--- src/sv/bnc_pkg.sv ---
`timescale 1ns / 1ps
// ----------------------------------------------------------------------------
// Bracket nesting checker package
// Shared types, result codes and character decode helpers.
// ----------------------------------------------------------------------------
package bnc_pkg;

  localparam int unsigned STACK_DEPTH_DEF = 128;

  localparam int unsigned CHAR_W  = 8;
  localparam int unsigned KIND_W  = 2;
  localparam int unsigned ERR_W   = 15;
  localparam int unsigned SCORE_W = 64;

  // Result codes carried on the output tuser
  typedef enum logic [1:0] {
    LS_BALANCED   = 2'd0,
    LS_CORRUPTED  = 2'd1,
    LS_INCOMPLETE = 2'd2,
    LS_OVERFLOW   = 2'd3
  } line_status_e;

  // Shift command shared by every cell of the stack chain
  typedef struct packed {
    logic push;
    logic pop;
  } shift_t;

  typedef struct packed {
    logic              hit;
    logic [KIND_W-1:0] kind;
  } kind_t;

  function automatic kind_t opener_kind(input logic [CHAR_W-1:0] c);
    kind_t r;
    r.hit  = 1'b1;
    r.kind = 2'd0;
    case (c)
      8'h28:   r.kind = 2'd0; // (
      8'h5B:   r.kind = 2'd1; // [
      8'h7B:   r.kind = 2'd2; // {
      8'h3C:   r.kind = 2'd3; // <
      default: r.hit  = 1'b0;
    endcase
    return r;
  endfunction

  function automatic kind_t closer_kind(input logic [CHAR_W-1:0] c);
    kind_t r;
    r.hit  = 1'b1;
    r.kind = 2'd0;
    case (c)
      8'h29:   r.kind = 2'd0; // )
      8'h5D:   r.kind = 2'd1; // ]
      8'h7D:   r.kind = 2'd2; // }
      8'h3E:   r.kind = 2'd3; // >
      default: r.hit  = 1'b0;
    endcase
    return r;
  endfunction

  function automatic logic [ERR_W-1:0] error_points(input logic [CHAR_W-1:0] c);
    logic [ERR_W-1:0] r;
    case (c)
      8'h29:   r = 15'd3;
      8'h5D:   r = 15'd57;
      8'h7D:   r = 15'd1197;
      8'h3E:   r = 15'd25137;
      default: r = '0;
    endcase
    return r;
  endfunction

endpackage

--- src/sv/bnc_fold.sv ---
`timescale 1ns / 1ps
// ----------------------------------------------------------------------------
// Completion score accumulator
// Folds one popped kind per step: acc = acc * 5 + (kind + 1), modulo 2^64.
// ----------------------------------------------------------------------------
module bnc_fold import bnc_pkg::*; (
  input  logic               clk_i,
  input  logic               rst_ni,
  input  logic               clr_i,
  input  logic               step_i,
  input  logic [KIND_W-1:0]  kind_i,
  output logic [SCORE_W-1:0] acc_o
);

  logic [SCORE_W-1:0] acc_d, acc_q;
  logic [SCORE_W-1:0] digit;

  assign digit = {{(SCORE_W-KIND_W-1){1'b0}}, {1'b0, kind_i} + 3'd1};

  always_comb begin
    acc_d = acc_q;
    if (clr_i) begin
      acc_d = '0;
    end else if (step_i) begin
      acc_d = (acc_q << 2) + acc_q + digit;
    end
  end

  always_ff @(posedge clk_i or negedge rst_ni) begin
    if (!rst_ni) begin
      acc_q <= '0;
    end else begin
      acc_q <= acc_d;
    end
  end

  assign acc_o = acc_q;

endmodule

--- config.mk ---
export PLATFORM = sky130hd
export DESIGN_NAME = bnc_fold
export DESIGN_NICKNAME = d
export VERILOG_FILES = /design/src/sv/bnc_pkg.sv /design/src/sv/bnc_fold.sv
export SDC_FILE = /design/constraint.sdc
export NUM_CORES = 1
export LEC_CHECK = 0
export ABC_AREA = 0
export BUFFER_PORTS_ARGS = -buffer_cell sky130_fd_sc_hd__buf_2
export CORE_ASPECT_RATIO = 1.25
export CORE_MARGIN = 1
export CORE_UTILIZATION = 51
export CTS_CLUSTER_DIAMETER = 60
export DETAILED_ROUTE_END_ITERATION = 6
export PLACE_DENSITY_LB_ADDON = 0.15
export SLEW_MARGIN = 15
export SYNTH_ARGS = -nofsm -noshare
export SYNTH_HDL_FRONTEND = slang
export SYNTH_SLANG_ARGS = --single-unit
--- constraint.sdc ---
create_clock -name clk_i -period 3.2 [get_ports clk_i]
set_input_delay 0.16 -clock clk_i [delete_from_list [all_inputs] [get_ports clk_i]]
set_output_delay 0.16 -clock clk_i [all_outputs]
set_load 0.01 [all_outputs]
==> impl_metrics.yaml, run 1 <==
die:
  die_area_sq_um: 13000
  row_count: 45
  start_util_pct: 52.4
  die_w_microns: 102
  core-area_sq_um: 12200
  ioPinCount: 70
  die_h_microns: 127
placement:
  portBuffers: 69
  dp_hpwl_microns: 14300
  gp_congestion: 0.949
  post-place-ws_ns: 0.0921
cts:
  clkLatencyLatePin_ns: 0.35
  cts-root-buf: "clkbuf_16"
  cts_buffers: 9
  cts_max_level: 3
  cts_tree: "yes"
  clock_path_buffers: 2
  cts.sinks: 64
  clkTransAtPathRegs_ns: 0.05
yosys:
  synthArstFlopShare_pct: 100
  synth_cell_types: 68
  ys_seq_area_share_pct: 25.0
  synth_flop_cell: "dfrtp_1"
  synth-edff-count: 0
  synthTopCellsByArea: "dfrtp_1, ha_1, a21oi_1"
  synthesis.area_sq_um: 6400
  syn_inst: 822
  syn_nets: 893
  ys_ff_latch: 64
  synth_top_cell_by_area: "dfrtp_1"
  ys.warnings.count: 0
  synth_top_area_share_pct: 25.0
  postSynthAreaPerCell_sq_um: 7.79
layout:
  nNetsFinal: 962
  diodes: 0
  largest_reg_flops: 64
  final_layout_size_suffix_gt1_share_pct: 16.1
  syn_to_final_growth_pct: 15.2
sta:
  max_slew.worst_pin.slew_ns: 0.912
  fin_ws_ns: 0.0692
  final-hold-violation-count: 0
  fin_crit_ns: 3.13
  fin_worst_skew_ns: 0.00758
  min_period_over_period_pct: 97.8
  rsz0062_at_grt: "true"
  hold-worst-slack_ns: 0.130
  tns_ns: 0
  setup_viol_count_final: 0
  slew_headroom_pct: 39.0
  drv_slew: 0
  fmax_mhz: 319
pwr:
  seq_power_share_pct: 38.9
  combPwrFrac_pct: 16.5
  p_int_w: 0.00159
  swShare_pct: 28.1
  power_density_nw_per_um2: 300
  switchingPower_w: 0.000622
  clock_power_share_pct: 44.6
  vdd_drop_max_uv: 236
  p_leak_nw: 3.66
route:
  vias: 6523
  viasPerCell: 6.16
  post_drt_wl_per_cell_microns: 17.6
  drc: 0
  drt_wl_total_microns: 18600
  ant_nets: 0
  drtIter0Drc: 370
  first_pass_iters: 5
global_routing:
  grt_max_degree: 39
  grt_overflow: 0
  busiest_layer: "met2"
  grt_use_met1_pct: 37.8
  antenna_found_initial: 0
  grt_pass1_wl_microns: 30700
  grt_pass1_vias: 6361
  grtUsageMet2_pct: 49.5
  grtUsageTotal_pct: 29.9
  grtUsageMet3_pct: 3.94
min_path:
  hold_class: "input pin to flop"
  holdPathStages: 2
critical_path:
  crit_fanout: 7
  crit_slowest_cell: "or4_1"
  cp.required_ns: 3.48
  max_stage_delay_ns: 0.51
  end_kind: "flop"
  cp.arrival_ns: 3.41
  crit_type: "flop to flop"
  start_kind: "flop"
  crit_chain: "ha_2 -> nand4_1 -> or2_0 -> or3_1 -> a211oi_2 -> nor2_1 -> a21bo_1 -> and3_1 -> or4_1 -> nand3_1"
  reg2regPathDepth: 10
run:
  maxCapViolCount: 0
outcome:
  status: "finished clean"
-- synthesized netlist by cell type (all sizes together) (4+ instances only) --
cell    count
or3         8
nand2b      5
nor3b       4
mux2i      24
o21a       11
a211oi     12
buf        20
ha         64
or2         5
nor2b       6
and2        4
nor2       80
a21oi      97
or4         5
nand2      82
o211ai     11
o21bai      9
a221oi      4
and3        8
clkbuf     29
nand3      23
a21o       29
o31ai       5
a31oi       9
xnor2      24
nand4      22
o21ai      60
inv        18
nor3       15
xor2       24
dfrtp      64
-- routing by layer --
metal	up-vias	wire length [microns]
li1	3163	-
met1	3094	7920
met2	211	9090
met3	55	863
met4	0	735
met5	-	0
-- path summary, 6_finish.rpt --
path | end | slack, ns | startpoint
setup / recovery | acc_o[61] | 0.07 | acc_o[22]
hold / removal | acc_o[2] | 0.13 | clr_i
setup reg to reg | acc_o[61] | 0.07 | acc_o[22]
hold reg to reg | acc_o[48] | 0.54 | acc_o[48]
max in group asynchronous | acc_o[28] | 1.82 | rst_ni
min in group asynchronous | acc_o[52] | 0.44 | rst_ni
-- critical path: cells and delay by family (launching register included) --
kind / cells / cell delay, ns
AO/OA/AOI/OAI: 2 / 0.40
adder cells (fa/ha/maj): 1 / 0.42
flip-flops: 1 / 0.43
AND/OR/NAND/NOR: 7 / 1.82
-- cell type report --
class	instances	area (sq um)
Clock buffer	11	243
Clock inverter	4	45.0
Fill cell	1140	4840
Inverter	18	67.6
Multi-Input combinational cell	691	4580
Sequential cell	64	1600
Tap cell	164	205
Timing Repair Buffer	107	633
-- power by group through the flow --
stage                     sequential (W)  clock (W)  combinational, W
after CTS                       0.000860    0.00100          0.000362
after global routing            0.000863    0.00104          0.000405
after floorplan                 0.000880          0          0.000230
final                           0.000860   0.000986          0.000365
after detailed placement        0.000874          0          0.000358
after global placement          0.000874          0          0.000351
-- cell usage in the layout, fill, tap and decap left out, types with 5 or more instances in the layout --
| cell | netlist | routed |
|---|---|---|
| nor3_1 | 15 | 15 |
| ha_1 | 64 | 57 |
| o211ai_1 | 11 | 11 |
| o21ai_0 | 40 | 39 |
| a31oi_1 | 9 | 8 |
| buf_2 | 14 | 69 |
| xor2_1 | 24 | 24 |
| o21bai_1 | 9 | 8 |
| o21ai_1 | 20 | 20 |
| nand3_1 | 23 | 23 |
| buf_4 | 0 | 37 |
| a211oi_1 | 11 | 10 |
| or4_1 | 5 | 5 |
| and3_1 | 8 | 8 |
| nand2_1 | 82 | 82 |
| xnor2_1 | 24 | 24 |
| a21oi_1 | 97 | 97 |
| inv_1 | 17 | 17 |
| mux2i_1 | 24 | 24 |
| or3_1 | 8 | 8 |
| o21a_1 | 11 | 11 |
| nand4_1 | 22 | 22 |
| nor2_1 | 80 | 78 |
| nor2b_1 | 6 | 6 |
| clkbuf_16 | 0 | 9 |
| ha_2 | 0 | 7 |
| dfrtp_1 | 64 | 64 |
| nand2b_1 | 5 | 5 |
| a21o_1 | 28 | 28 |
-- per-stage QoR --
stage	area [sq um]	cells	total power (W)	utilization, %
floorplan	6400	822	0.00111	-
global placement	7020	1042	0.00122	57.4
detailed placement	7020	1042	0.00123	57.4
CTS	7310	1058	0.00223	59.9
global route	7380	1059	0.00231	60.4
finish	7380	1059	0.00221	60.4
-- logic make-up after synthesis --
group | count (synthesis) | share of synthesized area (%)
AOI/OAI and AO/OA | 277 | 27.0
xor gates and xnor gates | 48 | 6.57
adders and majority gates | 65 | 12.8
buffers and inverters | 67 | 4.32
DFF | 64 | 25.0
muxes | 25 | 3.93
and+or+nand+nor | 276 | 20.4
-- repair_timing --
action	CTS	global route
hold buffers	1	0
endpoints found under the hold margin	32	0
setup buffers	0	1
endpoints found under the setup margin	0	15
resized for setup	0	16
No activity file was read; power rests on OpenSTA's default activity.
==> inputs of run 2 (changes only) <==
Settings changed: CORE_UTILIZATION 51 to 55.
==> run 2 against run 1 <==
Net effect:
- the run now ends with DRC, hold timing left
- sequential power barely moved
- first-iteration DRC count grew 8.4%
- clock skew grew 0.0018 ns
- register-to-register slack improved by 0.04 ns
- via count increased by 0.60%
- global-route usage up 1.2 points
- non-clock buffer count shrank 3
- hold slack worse by 0.14 ns
- die area is 7.2% lower
- fmax rose by 1.4%
==> impl_metrics.yaml, run 2 (same netlist as run 1, synthesis figures left out) <==
outcome:
  status: "finished, violations left"
  violations: "DRC, hold timing"
cts:
  cts_max_level: 3
  cts_buffers: 9
  cts_tree: "yes"
  cts.sinks: 64
  cts-root-buf: "clkbuf_16"
  clkTransAtPathRegs_ns: 0.06
  clkLatencyLatePin_ns: 0.34
  clock_path_buffers: 2
layout:
  layout_commonest_cell: "a21oi_1"
  largest_reg_flops: 64
  nNetsFinal: 959
  multi_input_area_sq_um: 4690
  design_area_sq_um: 7400
  stdcell_count: 1028
  final_layout_size_suffix_gt1_share_pct: 16.6
  layout_common_cells: "a21oi_1, nand2_1, nor2_1, buf_2, dfrtp_1"
  final-seq-area_sq_um: 1600
  fin_util_pct: 66.2
  diodes: 0
  syn_to_final_growth_pct: 15.6
  num-fill-cells: 988
die:
  die_area_sq_um: 12100
  core-area_sq_um: 11200
  die_w_microns: 98.5
  row_count: 43
  start_util_pct: 57.2
  die_h_microns: 123
  ioPinCount: 70
global_routing:
  grt_overflow: 0
  grt_pass1_vias: 6210
  grtUsageTotal_pct: 31.1
  antenna_found_initial: 0
  grt_max_degree: 65
  grt_pass1_wl_microns: 29900
route:
  post_drt_wl_per_cell_microns: 18.3
  met3_length_microns: 1110
  vias: 6562
  drt_wl_total_microns: 18800
  dr.max_layer_used: "met4"
  ant_nets: 0
  met1_length_microns: 7820
  drtIter0Drc: 401
  viasPerCell: 6.38
  first_pass_iters: 7
  drc: 4
  routed-wl-met2_microns: 9390
run:
  maxCapViolCount: 0
sta:
  fin_worst_skew_ns: 0.00935
  hold-worst-slack_ns: -0.00602
  fin_crit_ns: 3.09
  slew_headroom_pct: 39.6
  min_period_over_period_pct: 96.5
  setup_viol_count_final: 0
  fin_ws_ns: 0.113
  max_slew.worst_pin.slew_ns: 0.907
  final-hold-violation-count: 7
  tns_ns: 0
  drv_slew: 0
  fmax_mhz: 324
placement:
  dp_hpwl_microns: 13700
  gp_congestion: 0.977
  dp.cells: 1010
  post-place-ws_ns: -0.00272
  portBuffers: 69
  place_area_sq_um: 6960
pwr:
  power_density_nw_per_um2: 290
  p_leak_nw: 3.62
  vdd_drop_max_uv: 230
critical_path:
  cp.required_ns: 3.42
  reg2regPathDepth: 9
  cp.arrival_ns: 3.31
  rrSetupSlack_ns: 0.11
  r2r_end: "acc_o[62]"
  start_kind: "flop"
  r2r_start: "acc_o[35]"
  end_kind: "flop"
  crit_fanout: 8
  startpoint: "acc_o[35]"
  crit_type: "flop to flop"
  cp-endpoint: "acc_o[62]"
min_path:
  hold_class: "input pin to async pin"
-- run 2: repair_timing --
action                                  in CTS  in global routing
hold buffers                                 0                  0
pin swaps                                    0                  7
setup buffers                                0                  2
resized for setup                            1                 31
endpoints found under the setup margin       1                 19
-- run 2: layer usage --
metal / GRT usage, % / up-vias
met5: 0 / -
met3: 4.38 / 43
li1: - / 3163
met1: 37.6 / 3099
met2: 55.4 / 257
met4: 13.4 / 0
-- run 2: area by class of cell --
cell class,count,area share (%)
clock buffers,12,3.33
clock inverters,4,0.270
inverters,18,0.913
multi-input cells,691,63.4
flip-flops and latches,64,21.6
well taps,135,2.28
repair buffers,104,8.21
-- run 2: how the worst min path moves through the flow --
stage	depth (start not counted)	slack, ns	from	end
after floorplan	0	-0.14	rst_ni	acc_o[0]
after global placement	2	0.38	rst_ni	acc_o[48]
after detailed placement	2	0.41	rst_ni	acc_o[48]
after CTS	2	0.05	rst_ni	acc_o[48]
after global routing	2	0.11	rst_ni	acc_o[52]
final	2	-0.006	rst_ni	acc_o[52]
-- run 2: per-stage QoR --
step                hold slack [ns]  power [W]
floorplan                    -0.136    0.00111
global placement              0.384    0.00122
detailed placement            0.407    0.00123
CTS                          0.0540    0.00215
global route                  0.112    0.00224
finish                     -0.00602    0.00215
-- run 2: worst max-delay path, cell delays in order (launching register included) --
cell      delay (ns)
dfrtp_1         0.41
ha_1            0.42
and4_1          0.27
nand2_1         0.10
or4_1           0.55
nor3_1          0.38
a32oi_1         0.16
nand3_1         0.22
o21ai_1         0.15
o311ai_1        0.30
-- run 2: power by group --
part	switching, W	internal, W
Combinational	0.000224	0.000141
Sequential	0.0000287	0.000832
Clock	0.000380	0.000541
Total	0.000632	0.00151
==> inputs of run 3 (changes only) <==
Settings changed: BUFFER_PORTS_ARGS -buffer_cell sky130_fd_sc_hd__buf_2 to default, DONT_BUFFER_PORTS from default to 1, SLEW_MARGIN 15 to 20.
==> run 3 against run 2 <==
Net effect:
- clock skew decreased by 0.0053 ns
- hold slack improved by 0.010 ns
- clock power increased by 9.7%
- register-to-register slack about the same
- cell area decreased by 2.5%
- the run ends with DRC left
- sequential share of layout area increased by 0.56 points
- critical endpoint is now acc_o[52]
- largest cell class unchanged
- power increased by 3.2%
- critical path type unchanged
==> impl_metrics.yaml, run 3 (same netlist as run 1, synthesis figures left out) <==
critical_path:
  crit_fanout: 7
  cp.arrival_ns: 3.29
  r2r_start: "acc_o[22]"
  cp.required_ns: 3.41
  crit_type: "flop to flop"
  crit_chain: "ha_2 -> nand2_1 -> nor2_1 -> or4b_1 -> a2111oi_4 -> o31ai_1 -> buf_4 -> a31oi_1 -> buf_4 -> xnor2_1 -> o21ai_1"
  reg2regPathDepth: 11
  startpoint: "acc_o[22]"
  crit_slowest_cell: "or4b_1"
  cp_common_cell: "buf_4"
  rrSetupSlack_ns: 0.12
  start_kind: "flop"
  end_kind: "flop"
  max_stage_delay_ns: 0.51
sta:
  hold-worst-slack_ns: 0.00393
  setup_viol_count_final: 0
  drv_slew: 0
  fin_worst_skew_ns: 0.00407
  tns_ns: 0
  fmax_mhz: 325
  min_period_over_period_pct: 96.1
  fin_crit_ns: 3.08
  slew_headroom_pct: 41.1
  final-hold-violation-count: 0
  max_slew.worst_pin.slew_ns: 0.880
route:
  ant_nets: 0
  vias: 6401
  viasPerCell: 6.61
  drtIter0Drc: 368
  drt_wl_total_microns: 18600
  drc: 4
  post_drt_wl_per_cell_microns: 19.2
  first_pass_iters: 7
die:
  core-area_sq_um: 11200
  die_h_microns: 123
  row_count: 43
  ioPinCount: 70
  start_util_pct: 57.2
  die_area_sq_um: 12100
  die_w_microns: 98.5
cts:
  cts_max_level: 3
  cts.sinks: 64
  cts_tree: "yes"
  cts_buffers: 9
  clock_path_buffers: 2
  clkTransAtPathRegs_ns: 0.05
  clkLatencyLatePin_ns: 0.34
  cts-root-buf: "clkbuf_16"
global_routing:
  grtUsageTotal_pct: 31.3
  grt_pass1_vias: 6251
  grt_use_met1_pct: 37.0
  antenna_found_initial: 0
  grt_overflow: 0
  grt_max_degree: 65
  busiest_layer: "met2"
  grtUsageMet3_pct: 5.52
  grt_pass1_wl_microns: 30100
  grtUsageMet2_pct: 55.5
min_path:
  hold_class: "input pin to flop"
  hold_start: "step_i"
  holdPathStages: 2
pwr:
  p_int_w: 0.00161
  power_w: 0.00222
  power_density_nw_per_um2: 307
  clock_power_share_pct: 45.4
  swShare_pct: 27.2
  combPwrFrac_pct: 15.1
  seq_power_share_pct: 39.5
  vdd_drop_max_uv: 226
  switchingPower_w: 0.000604
  p_leak_nw: 3.36
run:
  maxCapViolCount: 0
layout:
  layout_commonest_cell: "a21oi_1"
  nNetsFinal: 900
  fin_util_pct: 64.5
  final_layout_size_suffix_gt1_share_pct: 11.0
  num-fill-cells: 946
  syn_to_final_growth_pct: 12.7
  multi_input_area_sq_um: 4700
  design_area_sq_um: 7220
  largest_reg_flops: 64
  diodes: 0
  final-seq-area_sq_um: 1600
  layout_common_cells: "a21oi_1, nand2_1, nor2_1, dfrtp_1, ha_1"
placement:
  dp_hpwl_microns: 13600
  place_area_sq_um: 6640
  gp_congestion: 0.963
  portBuffers: 0
outcome:
  violations: "DRC"
  status: "finished, violations left"
## run 3: final timing paths
path | endpoint
min in group asynchronous | acc_o[49]
worst min-delay path | acc_o[39]
worst max register to register | acc_o[52]
worst min register to register | acc_o[24]
max in group asynchronous | acc_o[32]
worst max-delay path | acc_o[52]
## run 3: power groups by stage
stage | logic [W] | clock network, W | registers, W
floorplan | 0.000230 | 0 | 0.000880
detailed placement | 0.000282 | 0 | 0.000887
finish | 0.000334 | 0.00101 | 0.000874
global route | 0.000370 | 0.00105 | 0.000879
CTS | 0.000321 | 0.00102 | 0.000873
global placement | 0.000273 | 0 | 0.000887
## run 3: cell type report
type                       instances  share of cell area (%)
timing repair buffer              45                    5.20
clock buffer                      13                    3.61
inverter                          18                   0.936
multi-input combinational        691                    65.2
sequential                        64                    22.2
clock inverter                     3                   0.555
tap                              135                    2.34
## run 3: worst max-delay path: cells and delay by family (launching register included)
family	cells	cell delay, ns
AO/OA/AOI/OAI	4	0.90
flip-flops	1	0.45
AND/OR/NAND/NOR	3	0.75
adder cells (fa/ha/maj)	1	0.42
buffers and inverters	2	0.33
XOR/XNOR	1	0.11
## run 3: through the flow
stage          cells  setup slack [ns]
6_report         969             0.124
5_1_grt          969           -0.0270
4_1_cts          965          -0.00916
3_5_place_dp     945            0.0207
3_3_place_gp     945          -0.00486
2_1_floorplan    822             0.354
## run 3: timing repair
action	CTS	global route
setup buffers	0	4
gates resized for setup	1	35
setup endpoints to repair	2	19
hold endpoints to repair	101	0
hold buffers	4	0
pin swaps	0	4
## run 3: routing by layer
metal / vias to the layer above / wire (microns)
met5: - / 0
met1: 3055 / 7730
met4: 0 / 693
met2: 233 / 9150
li1: 3054 / -
met3: 59 / 1030
